==> src/rtl/core/bce_pkg.sv <==
// shared types, constants and codes for the breakpoint curve evaluator
// no dependencies; imported by every module of the block
package bce_pkg;

    // table size, derived index width and count width
    localparam int MAX_POINTS = 64;
    localparam int IDX_W      = $clog2(MAX_POINTS);
    localparam int CNT_W      = 7;

    // operation codes
    localparam logic [1:0] OP_INSERT = 2'd0;
    localparam logic [1:0] OP_REMOVE = 2'd1;
    localparam logic [1:0] OP_CLEAR  = 2'd2;
    localparam logic [1:0] OP_EVAL   = 2'd3;

    // status codes
    localparam logic [1:0] STAT_OK    = 2'd0;
    localparam logic [1:0] STAT_FULL  = 2'd1;
    localparam logic [1:0] STAT_RANGE = 2'd2;

    // curve codes
    localparam logic [1:0] CRV_STEP   = 2'd0;
    localparam logic [1:0] CRV_LIN    = 2'd1;
    localparam logic [1:0] CRV_BEZ    = 2'd2;
    localparam logic [1:0] CRV_SCURVE = 2'd3;

    // value returned for an empty table
    localparam logic [15:0] LEVEL_HALF = 16'd32768;

    typedef struct packed {
        logic [1:0]         op;
        logic [31:0]        beat;
        logic [15:0]        level;
        logic [1:0]         curve;
        logic               has_handles;
        logic signed [15:0] out_tangent;
        logic signed [15:0] in_tangent;
        logic [5:0]         index;
    } t_in_req;

    typedef struct packed {
        logic [15:0]      result_level;
        logic [1:0]       status;
        logic [CNT_W-1:0] point_count;
    } t_out_req;

    typedef struct packed {
        logic signed [15:0] in_tangent;
        logic signed [15:0] out_tangent;
        logic               has_handles;
        logic [1:0]         curve;
    } t_shape;

    typedef struct packed {
        logic [31:0] beat;
        logic [15:0] level;
        t_shape      shape;
    } t_entry;

    // segment handed to the interpolator
    typedef struct packed {
        logic [31:0] d;
        logic [31:0] span;
        logic [15:0] v1;
        logic [15:0] v2;
        t_shape      shape;
    } t_interp_req;

endpackage

==> src/rtl/core/bce_interp.sv <==
// segment interpolator: radix-2 divider for t, then a shared multiplier
// stepped through linear, s-curve and bezier sequences; uses bce_pkg
module bce_interp
    import bce_pkg::*;
(
    input  logic        i_clk,
    input  logic        i_rst_n,
    input  logic        i_start,
    input  t_interp_req i_req,
    output logic        o_done,
    output logic [15:0] o_result
);

    typedef enum logic [18:0] {
        I_IDLE = 19'b0000000000000000001,
        I_DIV  = 19'b0000000000000000010,
        I_SQ   = 19'b0000000000000000100,
        I_SC   = 19'b0000000000000001000,
        I_L0   = 19'b0000000000000010000,
        I_L1   = 19'b0000000000000100000,
        I_UU   = 19'b0000000000001000000,
        I_UT   = 19'b0000000000010000000,
        I_TT   = 19'b0000000000100000000,
        I_W0   = 19'b0000000001000000000,
        I_W1   = 19'b0000000010000000000,
        I_W2   = 19'b0000000100000000000,
        I_W3   = 19'b0000001000000000000,
        I_P2   = 19'b0000010000000000000,
        I_A0   = 19'b0000100000000000000,
        I_A1   = 19'b0001000000000000000,
        I_A2   = 19'b0010000000000000000,
        I_A3   = 19'b0100000000000000000,
        I_FIN  = 19'b1000000000000000000
    } t_istate;

    t_istate            r_state, n_state;
    t_interp_req        r_req, n_req;
    logic [32:0]        r_rem, n_rem;
    logic [16:0]        r_quot, n_quot;
    logic [4:0]         r_cnt, n_cnt;
    logic               r_first, n_first;
    logic               r_bez, n_bez;
    logic [16:0]        r_t, n_t;
    logic [33:0]        r_uu, n_uu, r_ut, n_ut, r_tt, n_tt;
    logic [16:0]        r_w0, n_w0, r_w1, n_w1, r_w2, n_w2, r_w3, n_w3;
    logic signed [35:0] r_p2, n_p2;
    logic signed [55:0] r_acc, n_acc;

    // shared multiplier
    logic signed [35:0] mul_a;
    logic signed [17:0] mul_b;
    logic signed [53:0] prod;
    logic signed [55:0] pe, pe3, sc_s, lin_r, bez_r;
    logic [16:0]        u;
    logic [32:0]        cand;
    logic               ge;
    logic signed [16:0] dv;
    logic signed [18:0] sum1;
    logic signed [17:0] cit;

    assign u    = 17'd65536 - r_t;
    assign prod = mul_a * mul_b;
    assign pe   = 56'(prod);
    assign pe3  = pe + (pe <<< 1);

    // bezier control point terms
    assign dv   = $signed({1'b0, r_req.v2}) - $signed({1'b0, r_req.v1});
    assign sum1 = $signed({3'b000, r_req.v1})
                + ($signed({{3{r_req.shape.out_tangent[15]}}, r_req.shape.out_tangent}) <<< 1);
    assign cit  = 18'sd32768 - 18'(r_req.shape.in_tangent);

    // one quotient bit per cycle
    assign cand = r_first ? r_rem : {r_rem[31:0], 1'b0};
    assign ge   = cand >= {1'b0, r_req.span};

    // operand selection per step
    always_comb begin
        mul_a = '0;
        mul_b = '0;
        unique case (r_state)
            I_SQ, I_TT: begin mul_a = 36'(r_t); mul_b = 18'(r_t); end
            I_SC: begin
                mul_a = 36'(18'd196608 - {r_t, 1'b0});
                mul_b = 18'((r_tt + 34'd32768) >> 16);
            end
            I_L0: begin mul_a = 36'(r_req.v1); mul_b = 18'(u); end
            I_L1: begin mul_a = 36'(r_req.v2); mul_b = 18'(r_t); end
            I_UU: begin mul_a = 36'(u); mul_b = 18'(u); end
            I_UT: begin mul_a = 36'(u); mul_b = 18'(r_t); end
            I_W0: begin mul_a = 36'(r_uu); mul_b = 18'(u); end
            I_W1: begin mul_a = 36'(r_uu); mul_b = 18'(r_t); end
            I_W2: begin mul_a = 36'(r_ut); mul_b = 18'(r_t); end
            I_W3: begin mul_a = 36'(r_tt); mul_b = 18'(r_t); end
            I_P2: begin mul_a = 36'(dv); mul_b = cit; end
            I_A0: begin mul_a = 36'({r_req.v1, 15'b0}); mul_b = 18'(r_w0); end
            I_A1: begin mul_a = 36'(sum1) <<< 15; mul_b = 18'(r_w1); end
            I_A2: begin mul_a = r_p2; mul_b = 18'(r_w2); end
            I_A3: begin mul_a = 36'({r_req.v2, 15'b0}); mul_b = 18'(r_w3); end
            default: begin mul_a = '0; mul_b = '0; end
        endcase
    end

    assign sc_s = (pe + 56'sd32768) >>> 16;

    // sequencer
    always_comb begin
        n_state = r_state;
        n_req   = r_req;
        n_rem   = r_rem;
        n_quot  = r_quot;
        n_cnt   = r_cnt;
        n_first = r_first;
        n_bez   = r_bez;
        n_t     = r_t;
        n_uu    = r_uu;
        n_ut    = r_ut;
        n_tt    = r_tt;
        n_w0    = r_w0;
        n_w1    = r_w1;
        n_w2    = r_w2;
        n_w3    = r_w3;
        n_p2    = r_p2;
        n_acc   = r_acc;
        unique case (r_state)
            I_IDLE: begin
                if (i_start) begin
                    n_req   = i_req;
                    n_rem   = {1'b0, i_req.d};
                    n_quot  = '0;
                    n_cnt   = 5'd16;
                    n_first = 1'b1;
                    n_bez   = (i_req.shape.curve == CRV_BEZ) && i_req.shape.has_handles;
                    n_state = I_DIV;
                end
            end
            I_DIV: begin
                n_first = 1'b0;
                n_rem   = ge ? (cand - {1'b0, r_req.span}) : cand;
                n_quot  = {r_quot[15:0], ge};
                n_cnt   = r_cnt - 5'd1;
                if (r_cnt == 5'd0) begin
                    n_t = (n_quot > 17'd65536) ? 17'd65536 : n_quot;
                    priority if (r_req.shape.curve == CRV_SCURVE) n_state = I_SQ;
                    else if (r_bez) n_state = I_UU;
                    else n_state = I_L0;
                end
            end
            I_SQ: begin n_tt = prod[33:0]; n_state = I_SC; end
            I_SC: begin
                n_t     = (sc_s > 56'sd65536) ? 17'd65536 : sc_s[16:0];
                n_state = I_L0;
            end
            I_L0: begin n_acc = pe; n_state = I_L1; end
            I_L1: begin n_acc = r_acc + pe; n_state = I_FIN; end
            I_UU: begin n_uu = prod[33:0]; n_state = I_UT; end
            I_UT: begin n_ut = prod[33:0]; n_state = I_TT; end
            I_TT: begin n_tt = prod[33:0]; n_state = I_W0; end
            I_W0: begin n_w0 = 17'((pe + 56'sd2147483648) >>> 32); n_state = I_W1; end
            I_W1: begin n_w1 = 17'((pe3 + 56'sd2147483648) >>> 32); n_state = I_W2; end
            I_W2: begin n_w2 = 17'((pe3 + 56'sd2147483648) >>> 32); n_state = I_W3; end
            I_W3: begin n_w3 = 17'((pe + 56'sd2147483648) >>> 32); n_state = I_P2; end
            I_P2: begin
                n_p2    = $signed(36'({r_req.v2, 15'b0})) - 36'(prod);
                n_state = I_A0;
            end
            I_A0: begin n_acc = pe; n_state = I_A1; end
            I_A1: begin n_acc = r_acc + pe; n_state = I_A2; end
            I_A2: begin n_acc = r_acc + pe; n_state = I_A3; end
            I_A3: begin n_acc = r_acc + pe; n_state = I_FIN; end
            I_FIN: n_state = I_IDLE;
            default: n_state = I_IDLE;
        endcase
    end

    // rounding and saturation of the accumulated sum
    assign lin_r = (r_acc + 56'sd32768) >>> 16;
    assign bez_r = (r_acc + 56'sd1073741824) >>> 31;

    always_comb begin
        if (r_bez) begin
            priority if (r_acc < 0) o_result = 16'd0;
            else if (bez_r > 56'sd65535) o_result = 16'hFFFF;
            else o_result = bez_r[15:0];
        end else begin
            if (lin_r > 56'sd65535) o_result = 16'hFFFF;
            else o_result = lin_r[15:0];
        end
    end

    assign o_done = (r_state == I_FIN);

    always_ff @(posedge i_clk) begin
        if (!i_rst_n) begin
            r_state <= I_IDLE;
        end else begin
            r_state <= n_state;
        end
    end

    always_ff @(posedge i_clk) begin
        r_req   <= n_req;
        r_rem   <= n_rem;
        r_quot  <= n_quot;
        r_cnt   <= n_cnt;
        r_first <= n_first;
        r_bez   <= n_bez;
        r_t     <= n_t;
        r_uu    <= n_uu;
        r_ut    <= n_ut;
        r_tt    <= n_tt;
        r_w0    <= n_w0;
        r_w1    <= n_w1;
        r_w2    <= n_w2;
        r_w3    <= n_w3;
        r_p2    <= n_p2;
        r_acc   <= n_acc;
    end

endmodule

==> config.mk <==
export PLATFORM = sky130hd
export DESIGN_NAME = bce_interp
export DESIGN_NICKNAME = d
export VERILOG_FILES = /design/src/rtl/core/bce_pkg.sv /design/src/rtl/core/bce_interp.sv
export SDC_FILE = /design/constraint.sdc
export NUM_CORES = 2
export LEC_CHECK = 0
export BUFFER_PORTS_ARGS = -buffer_cell sky130_fd_sc_hd__buf_2
export CAP_MARGIN = 40
export CORE_MARGIN = 2
export CORE_UTILIZATION = 50
export CTS_CLUSTER_SIZE = 14
export DETAILED_ROUTE_END_ITERATION = 8
export PLACE_DENSITY = 0.68
export SETUP_SLACK_MARGIN = 0.3
export SYNTH_ARGS = -nofsm -noshare
export SYNTH_HDL_FRONTEND = slang
export SYNTH_SLANG_ARGS = --single-unit
==> constraint.sdc <==
create_clock -name i_clk -period 12.2 [get_ports i_clk]
set_clock_uncertainty 0.2 [all_clocks]
set_input_delay 2.44 -clock i_clk [delete_from_list [all_inputs] [get_ports i_clk]]
set_output_delay 2.44 -clock i_clk [all_outputs]
set_load 0.02 [all_outputs]
# Word-level counts from Yosys, hierarchy flattened
# Cells that the tools add are included.
classes:
  n_addsub: 16
  n_mul: 1
  magnitude_cmp: 6
  n_eq_ne: 23
  mux: 26
  n_reduce_logical: 17
ops:
  columns: ["cell", "count"]
  rows:
  - ["36-bit one-hot mux with 13 select lines", 1]
  - ["19-bit one-hot mux with 17 select lines", 1]
  - ["18-bit one-hot mux with 8 select lines", 1]
  - ["56-bit one-hot mux with 2 select lines", 1]
  - ["33-bit 2-to-1 mux", 3]
  - ["49-bit by 33-bit adder with 49-bit output, second input constant", 2]
  - ["16-bit 2-to-1 mux", 5]
  - ["33-bit one-hot mux with 2 select lines", 1]
  - ["56-bit by 17-bit adder with 56-bit output, second input constant", 1]
  - ["56-bit by 32-bit adder with 56-bit output, second input constant", 1]
  - ["56-bit by 54-bit adder with 56-bit output", 1]
  - ["56-bit by 1-bit < comparator with 1-bit output, second input constant", 1]
  - ["54-bit by 17-bit adder with 55-bit output, second input constant", 1]
  - ["36-bit by 18-bit multiplier with 54-bit output", 1]
  - ["17-bit 2-to-1 mux", 3]
  - ["49-bit adder", 1]
  - ["40-bit by 17-bit greater-than comparator with 1-bit output, second input constant", 1]
  - ["39-bit by 18-bit greater-than comparator with 1-bit output, second input constant", 1]
  - ["19-bit 2-to-1 mux", 2]
  - ["32-bit by 36-bit subtractor with 36-bit output", 1]
  - ["34-bit by 16-bit adder with 34-bit output, second input constant", 1]
  - ["17-bit one-hot mux with 2 select lines", 1]
  - ["33-bit by 32-bit >= comparator with 1-bit output", 1]
  - ["33-bit by 32-bit subtractor with 33-bit output", 1]
  - ["other kinds (43)", 55]
totals:
  regBits: 452
  output_inout_bits: 17
  wordCells: 111

# Depth between registers and ports, before layout
logic_depth:
  word_depth: 8
  depth_mapped: 55
  mapped_depth_nobuf: 51

# Least setup slack after synthesis
# No wires, ideal clock.
synth_path:
  kind: "flip-flop to flip-flop"
  startpoint: "register r_state[5]"
  endpoint: "register r_acc[54] (data pin)"
  setup_ps: 270
  t_arrival_ps: 11684
  required_time_ps: 11730
  path_slack_ps: 46
  stages_incl_launch_ff: 44
  n_path_buf: 6
  period_less_slack_ps: 12154
  path_cell_list: "dfxtp_1 -> clkbuf_1 -> nor4_2 -> nand4_1 -> or4_1 -> inv_1 -> clkbuf_1 -> a222oi_1 -> nand4b_1 -> clkbuf_1 -> nand2_1 -> fa_1 -> inv_1 -> fa_1 -> fa_1 -> fa_1 -> fa_1 -> inv_1 -> [8 not listed] -> or3_1 -> and2_1 -> clkbuf_1 -> ha_1 -> clkbuf_1 -> a21o_1 -> a21o_1 -> a21oi_1 -> o21ai_0 -> a221o_1 -> a31oi_1 -> o31ai_1 -> nor4_1 -> a21oi_1 -> a311o_1 -> a31oi_1 -> xor2_1 -> o21ai_0"
synth_via:
  elab_chain_cells: 6
  word_cells_on_any_way: 28
  cone_classes: "add/sub: 1; mul: 1; eq/ne: 16; mux: 3; reduce/logical: 7"
synth_lines:
  columns: ["item", "line_no", "text"]
  rows:
  - ["start, declared", "bce_interp.sv:36", "t_istate r_state, n_state;"]
  - ["start signal, assigned", "bce_interp.sv:196", "r_state <= n_state;"]
  - ["19-bit by 13-bit equality test with 1-bit output, or another cell as far along", "bce_interp.sv:80", "unique case (r_state)"]
  - ["7-bit OR reduction (no source line), or another cell as far along", null, null]
  - ["18-bit one-hot mux with 8 select lines or 36-bit one-hot mux with 13 select lines (tied branches)", "bce_interp.sv:80", null]
  - ["36-bit by 18-bit multiplier with 54-bit output", "bce_interp.sv:62", "assign prod = mul_a * mul_b;"]
  - ["56-bit by 54-bit adder with 56-bit output", null, null]
  - ["56-bit one-hot mux with 2 select lines (*)", "bce_interp.sv:124", "unique case (r_state)"]
  - ["via n_acc[54]", "bce_interp.sv:47", "logic signed [55:0] r_acc, n_acc;"]
  - ["end signal, assigned", "bce_interp.sv:216", "r_acc <= n_acc;"]
  - ["end, declared", "bce_interp.sv:47", null]
# The timed path passes the listed nets; every way through them passes the cells marked *.
# A chain may end at the register's enable or synchronous reset.

# Final worst setup path
layout_path:
  startpoint: "register r_t[0]"
  endpoint: "register r_w2[16] (data pin)"
layout_via:
  elab_chain_cells: 5
  word_cells_on_any_way: 7
  cone_classes: "add/sub: 4; mul: 1; mux: 2"
layout_lines:
  columns: ["item", "line_no", "text"]
  rows:
  - ["start, declared", "bce_interp.sv:43", "logic [16:0] r_t, n_t;"]
  - ["start signal, assigned", "bce_interp.sv:207", "r_t <= n_t;"]
  - ["18-bit by 18-bit subtractor with 19-bit output or 17-bit subtractor (tied branches)", "bce_interp.sv:83, bce_interp.sv:61", null]
  - ["36-bit one-hot mux with 13 select lines or 18-bit one-hot mux with 8 select lines (tied branches)", "bce_interp.sv:80", null]
  - ["36-bit by 18-bit multiplier with 54-bit output (*)", "bce_interp.sv:62", null]
  - ["49-bit adder (*)", "bce_interp.sv:64", "assign pe3 = pe + (pe <<< 1);"]
  - ["49-bit by 33-bit adder with 49-bit output (*)", "bce_interp.sv:160", "I_W2: begin n_w2 = 17'((pe3 + 56'sd2147483648) >>> 32); n_state = I_W3; end"]
  - ["end signal, assigned", "bce_interp.sv:213", "r_w2 <= n_w2;"]
  - ["end, declared", "bce_interp.sv:45", "logic [16:0] r_w0, n_w0, r_w1, n_w1, r_w2, n_w2, r_w3, n_w3;"]
# Mark *: on every way between the ends. The rest lies on a longest branch, timed or not.

==> impl_metrics.prom <==
# TYPE chip_impl_metric gauge
chip_impl_metric{name="synth_compound_gate_area_share",unit=""} 0.160
chip_impl_metric{name="syn_area_per_cell",unit="sq um"} 9.37
chip_impl_info{name="violations",value="DRC"} 1
chip_impl_metric{name="synth.area.mux_share",unit=""} 0.0102
chip_impl_metric{name="r2r_slack",unit="ns"} 0.49
chip_impl_metric{name="cts-buffers-inserted",unit=""} 54
chip_impl_metric{name="drive_above_1_share",unit=""} 0.191
chip_impl_info{name="setup_repair_after_global_routing_missed_its_margin",value="yes"} 1
chip_impl_info{name="cp-end-kind",value="flip-flop"} 1
chip_impl_metric{name="number_of_sinks_on_the_clock_net",unit=""} 452
chip_impl_metric{name="p_per_area",unit="mW/mm^2"} 66.3
chip_impl_metric{name="drt_first_pass_iters",unit=""} 9
chip_impl_metric{name="filler_cell_count",unit=""} 8906
chip_impl_metric{name="route.detailed.vias_per_inst",unit=""} 6.01
chip_impl_info{name="postSynth.topFlopCell",value="edfxtp_1"} 1
chip_impl_metric{name="area_growth_syn_to_layout",unit="%"} 20.1
chip_impl_metric{name="ys_async_sr_fraction",unit=""} 0
chip_impl_metric{name="min_period",unit="ns"} 11.71
chip_impl_metric{name="mappedNetlistNets",unit=""} 6815
chip_impl_metric{name="io_pins",unit=""} 151
chip_impl_metric{name="cp_slowest_stage_delay",unit="ns"} 0.58
chip_impl_info{name="worst_r2r_startpoint",value="r_t[0]"} 1
chip_impl_metric{name="fin_total_pwr",unit="mW"} 4.23
chip_impl_info{name="root_buffer",value="clkbuf_16"} 1
chip_impl_metric{name="die_y",unit="um"} 330
chip_impl_metric{name="die_area",unit="sq mm"} 0.109
chip_impl_metric{name="post_detailed_route_count_of_antenna_violating_nets",unit=""} 0
chip_impl_metric{name="detail_routed_net_length_per_standard_cell",unit="um"} 24.3
chip_impl_info{name="cp_slowest_cell",value="fa_1"} 1
chip_impl_metric{name="first_global_vias",unit=""} 46400
chip_impl_info{name="layout_commonest_cell",value="inv_1"} 1
chip_impl_metric{name="slew_at_the_pin_closest_to_its_max_slew_limit",unit="ns"} 0.885
chip_impl_metric{name="dieWidth",unit="um"} 330
chip_impl_metric{name="clock_insertion_delay_worst_skew",unit="ns"} 0.73
chip_impl_metric{name="data_arrival_time_of_the_worst_path",unit="ns"} 11.89
chip_impl_metric{name="worst_ir_drop_vdd",unit="mV"} 0.126
chip_impl_metric{name="grt_start_max_net_pins",unit=""} 94
chip_impl_info{name="outcome",value="finished with violations"} 1
chip_impl_metric{name="final.setup.tns",unit="ns"} 0
chip_impl_metric{name="netlist-cell-type-count",unit=""} 95
chip_impl_metric{name="layout_worst_path_cycle_share",unit=""} 0.960
chip_impl_metric{name="crit_fanout",unit=""} 5
chip_impl_metric{name="finalNetCount",unit=""} 7440
chip_impl_metric{name="core_region_area",unit="sq mm"} 0.105
chip_impl_metric{name="worst_r2r_path_depth",unit=""} 45
chip_impl_info{name="tritoncts_clock_tree",value="done"} 1
chip_impl_metric{name="synthXorXnorAreaFrac",unit=""} 0.0515
chip_impl_info{name="start_kind",value="flip-flop"} 1
chip_impl_metric{name="dpl.hpwl",unit="um"} 150000
chip_impl_info{name="synth_top_family_by_area",value="adder cells"} 1
chip_impl_metric{name="post_synth_instance_area",unit="sq mm"} 0.0532
chip_impl_metric{name="arithmetic_cell_share_of_the_synthesized_area_counting_full_adders_half_adders_and_majority_gates",unit=""} 0.323
chip_impl_info{name="crit_end",value="r_w2[16]"} 1
chip_impl_metric{name="p_leak",unit="nW"} 28.6
chip_impl_metric{name="number_of_cells_produced_by_synthesis",unit=""} 5680
chip_impl_metric{name="fp-row-count",unit=""} 119
chip_impl_metric{name="routed_wl",unit="um"} 188000
chip_impl_info{name="path_common_cell",value="fa_1"} 1
chip_impl_metric{name="ys_warn_count",unit=""} 0
chip_impl_metric{name="detail_route.iter0.violations",unit=""} 5334
chip_impl_metric{name="gp_routability_congestion",unit=""} 0.994
chip_impl_metric{name="htree_levels",unit=""} 2
chip_impl_metric{name="wire_length_of_the_first_global_routing_pass",unit="um"} 281000
chip_impl_info{name="hold_path_class",value="flip-flop to flip-flop"} 1
chip_impl_metric{name="num_vias",unit=""} 46500
chip_impl_metric{name="max_slew_margin",unit=""} 0.408
chip_impl_metric{name="drc",unit=""} 2
chip_impl_metric{name="number_of_synthesized_flops_with_an_enable_pin",unit=""} 433
chip_impl_info{name="mostFrequentLayoutCells",value="inv_1, fa_1, buf_4"} 1
chip_impl_metric{name="clockBufferDepth",unit=""} 3
chip_impl_metric{name="port-buffer-count",unit=""} 150
chip_impl_metric{name="timing.final.max_slew_violations",unit=""} 0
chip_impl_metric{name="yosys_register_bits",unit=""} 452
chip_impl_metric{name="initial_utilization",unit=""} 0.505
chip_impl_metric{name="worstPathRequired",unit="ns"} 12.37
chip_impl_metric{name="antenna_found_initial",unit=""} 2
chip_impl_metric{name="maxCapViolations",unit=""} 0
chip_impl_metric{name="setup_violations",unit=""} 0
chip_impl_info{name="worstSetupStartpoint",value="r_t[0]"} 1
chip_impl_metric{name="post_cts_hold_buffer_count",unit=""} 0
chip_impl_info{name="worstSetupPathType",value="flip-flop to flip-flop"} 1
chip_impl_info{name="r2r_end",value="r_w2[16]"} 1
chip_impl_metric{name="yosys.area_share.simple",unit=""} 0.124
chip_impl_metric{name="overflow_left_after_global_routing",unit=""} 0
chip_impl_metric{name="report.final.hold_viol_count",unit=""} 0
chip_impl_metric{name="yosysSeqAreaShare",unit=""} 0.251
chip_impl_metric{name="groute.usage.overall",unit=""} 0.345
chip_impl_metric{name="max_clock_freq",unit="MHz"} 85.4
chip_impl_metric{name="clk_pin_slew_worst_paths",unit="ns"} 0.06
[synth_stat cells (33+ instances only)]
library cell / instances / area, sq um
o21ai_0: 397 / 1990
xor2_1: 111 / 972
and2_1: 54 / 338
nor2b_1: 34 / 213
o21a_1: 51 / 383
nand2_1: 509 / 1910
edfxtp_1: 433 / 13000
xnor2_1: 195 / 1710
o211ai_1: 33 / 248
clkbuf_1: 232 / 871
nand2b_1: 39 / 244
nand4_1: 47 / 294
a21oi_1: 320 / 1600
ha_1: 379 / 4740
nand3_1: 116 / 581
inv_1: 861 / 3230
a21o_1: 108 / 811
a22oi_1: 81 / 608
fa_1: 622 / 12500
or3_1: 42 / 263
nor2_1: 324 / 1220
and3_1: 62 / 388
nor3_1: 87 / 435
[layout make-up]
cell class	count	area, sq um	share of cell area
antenna	1	2.50	0.0000392
clock buffer	60	1370	0.0215
sequential	452	13400	0.209
tap	1391	1740	0.0272
timing repair buffer	821	6680	0.105
clock inverter	41	449	0.00703
multi-input combinational	4110	37000	0.579
inverter	866	3260	0.0511
[stage by stage]
step	util	hold slack (ns)	setup slack [ns]	std cells	cell area [sq um]
5_1_grt	0.606	0.381	0.0615	7741	63900
2_1_floorplan	-	0.290	0.354	5680	53200
3_3_place_gp	0.570	0.322	0.0377	7566	60000
4_1_cts	0.591	0.328	0.253	7689	62300
3_5_place_dp	0.571	0.322	-0.135	7579	60200
6_report	0.606	0.351	0.488	7742	63900
[critical path, delay by kind of cell, from the launching register on]
family / cells / cell delay [ns]
AO/OA/AOI/OAI: 13 / 2.96
XOR/XNOR: 2 / 0.39
adder cells (fa/ha/maj): 10 / 4.02
buffers and inverters: 9 / 1.01
flip-flops: 1 / 0.42
AND/OR/NAND/NOR: 11 / 2.37
[how the worst min path moves through the flow]
| stage | slack, ns | to | start | cells after the start |
|---|---|---|---|---|
| finish | 0.35 | r_state[3] | r_state[2] | 2 |
| global route | 0.38 | r_state[3] | r_state[2] | 2 |
| CTS | 0.33 | r_state[3] | r_state[2] | 2 |
| detailed placement | 0.32 | r_state[3] | r_state[2] | 2 |
| global placement | 0.32 | r_state[3] | r_state[2] | 2 |
| floorplan | 0.29 | r_state[17] | r_state[16] | 2 |
[sequential cells by signal (all words and copies together), names as in the netlist]
register  flops
r_t          17
r_req        98
r_w3         17
r_ut         34
r_first       1
r_uu         34
r_w2         17
r_p2         36
r_w0         17
r_rem        33
r_quot       16
r_acc        56
r_state      19
r_w1         17
r_cnt         5
r_tt         34
r_bez         1
[what timing repair did]
item	in CTS	in global routing
setup endpoints to repair	45	66
setup buffers	9	48
gates cloned	0	3
gates resized for setup	38	284
pin swaps	8	114
[routing by layer]
layer | vias up | part of all wire | GRT usage
li1 | 20700 | - | -
met4 | 0 | 0.046 | 0.137
met2 | 2612 | 0.44 | 0.530
met3 | 471 | 0.12 | 0.0808
met5 | - | 0 | 0
met1 | 22800 | 0.39 | 0.471
[cells by family after synthesis]
kind of cell | count (synthesis)
AO/OA/AOI/OAI | 1342
AND/OR/NAND/NOR | 1408
XOR/XNOR | 309
adder cells (fa/ha/maj) | 1001
buffers and inverters | 1118
multiplexers | 50
flip-flops | 452
[where the power goes]
group	leakage [nW]	switching (mW)	internal, mW	total, mW
Sequential	4.17	0.0729	1.77	1.85
Combinational	23.5	0.414	0.287	0.701
Clock	0.882	0.739	0.948	1.69
Note: power is estimated with default switching activity, not from simulation.
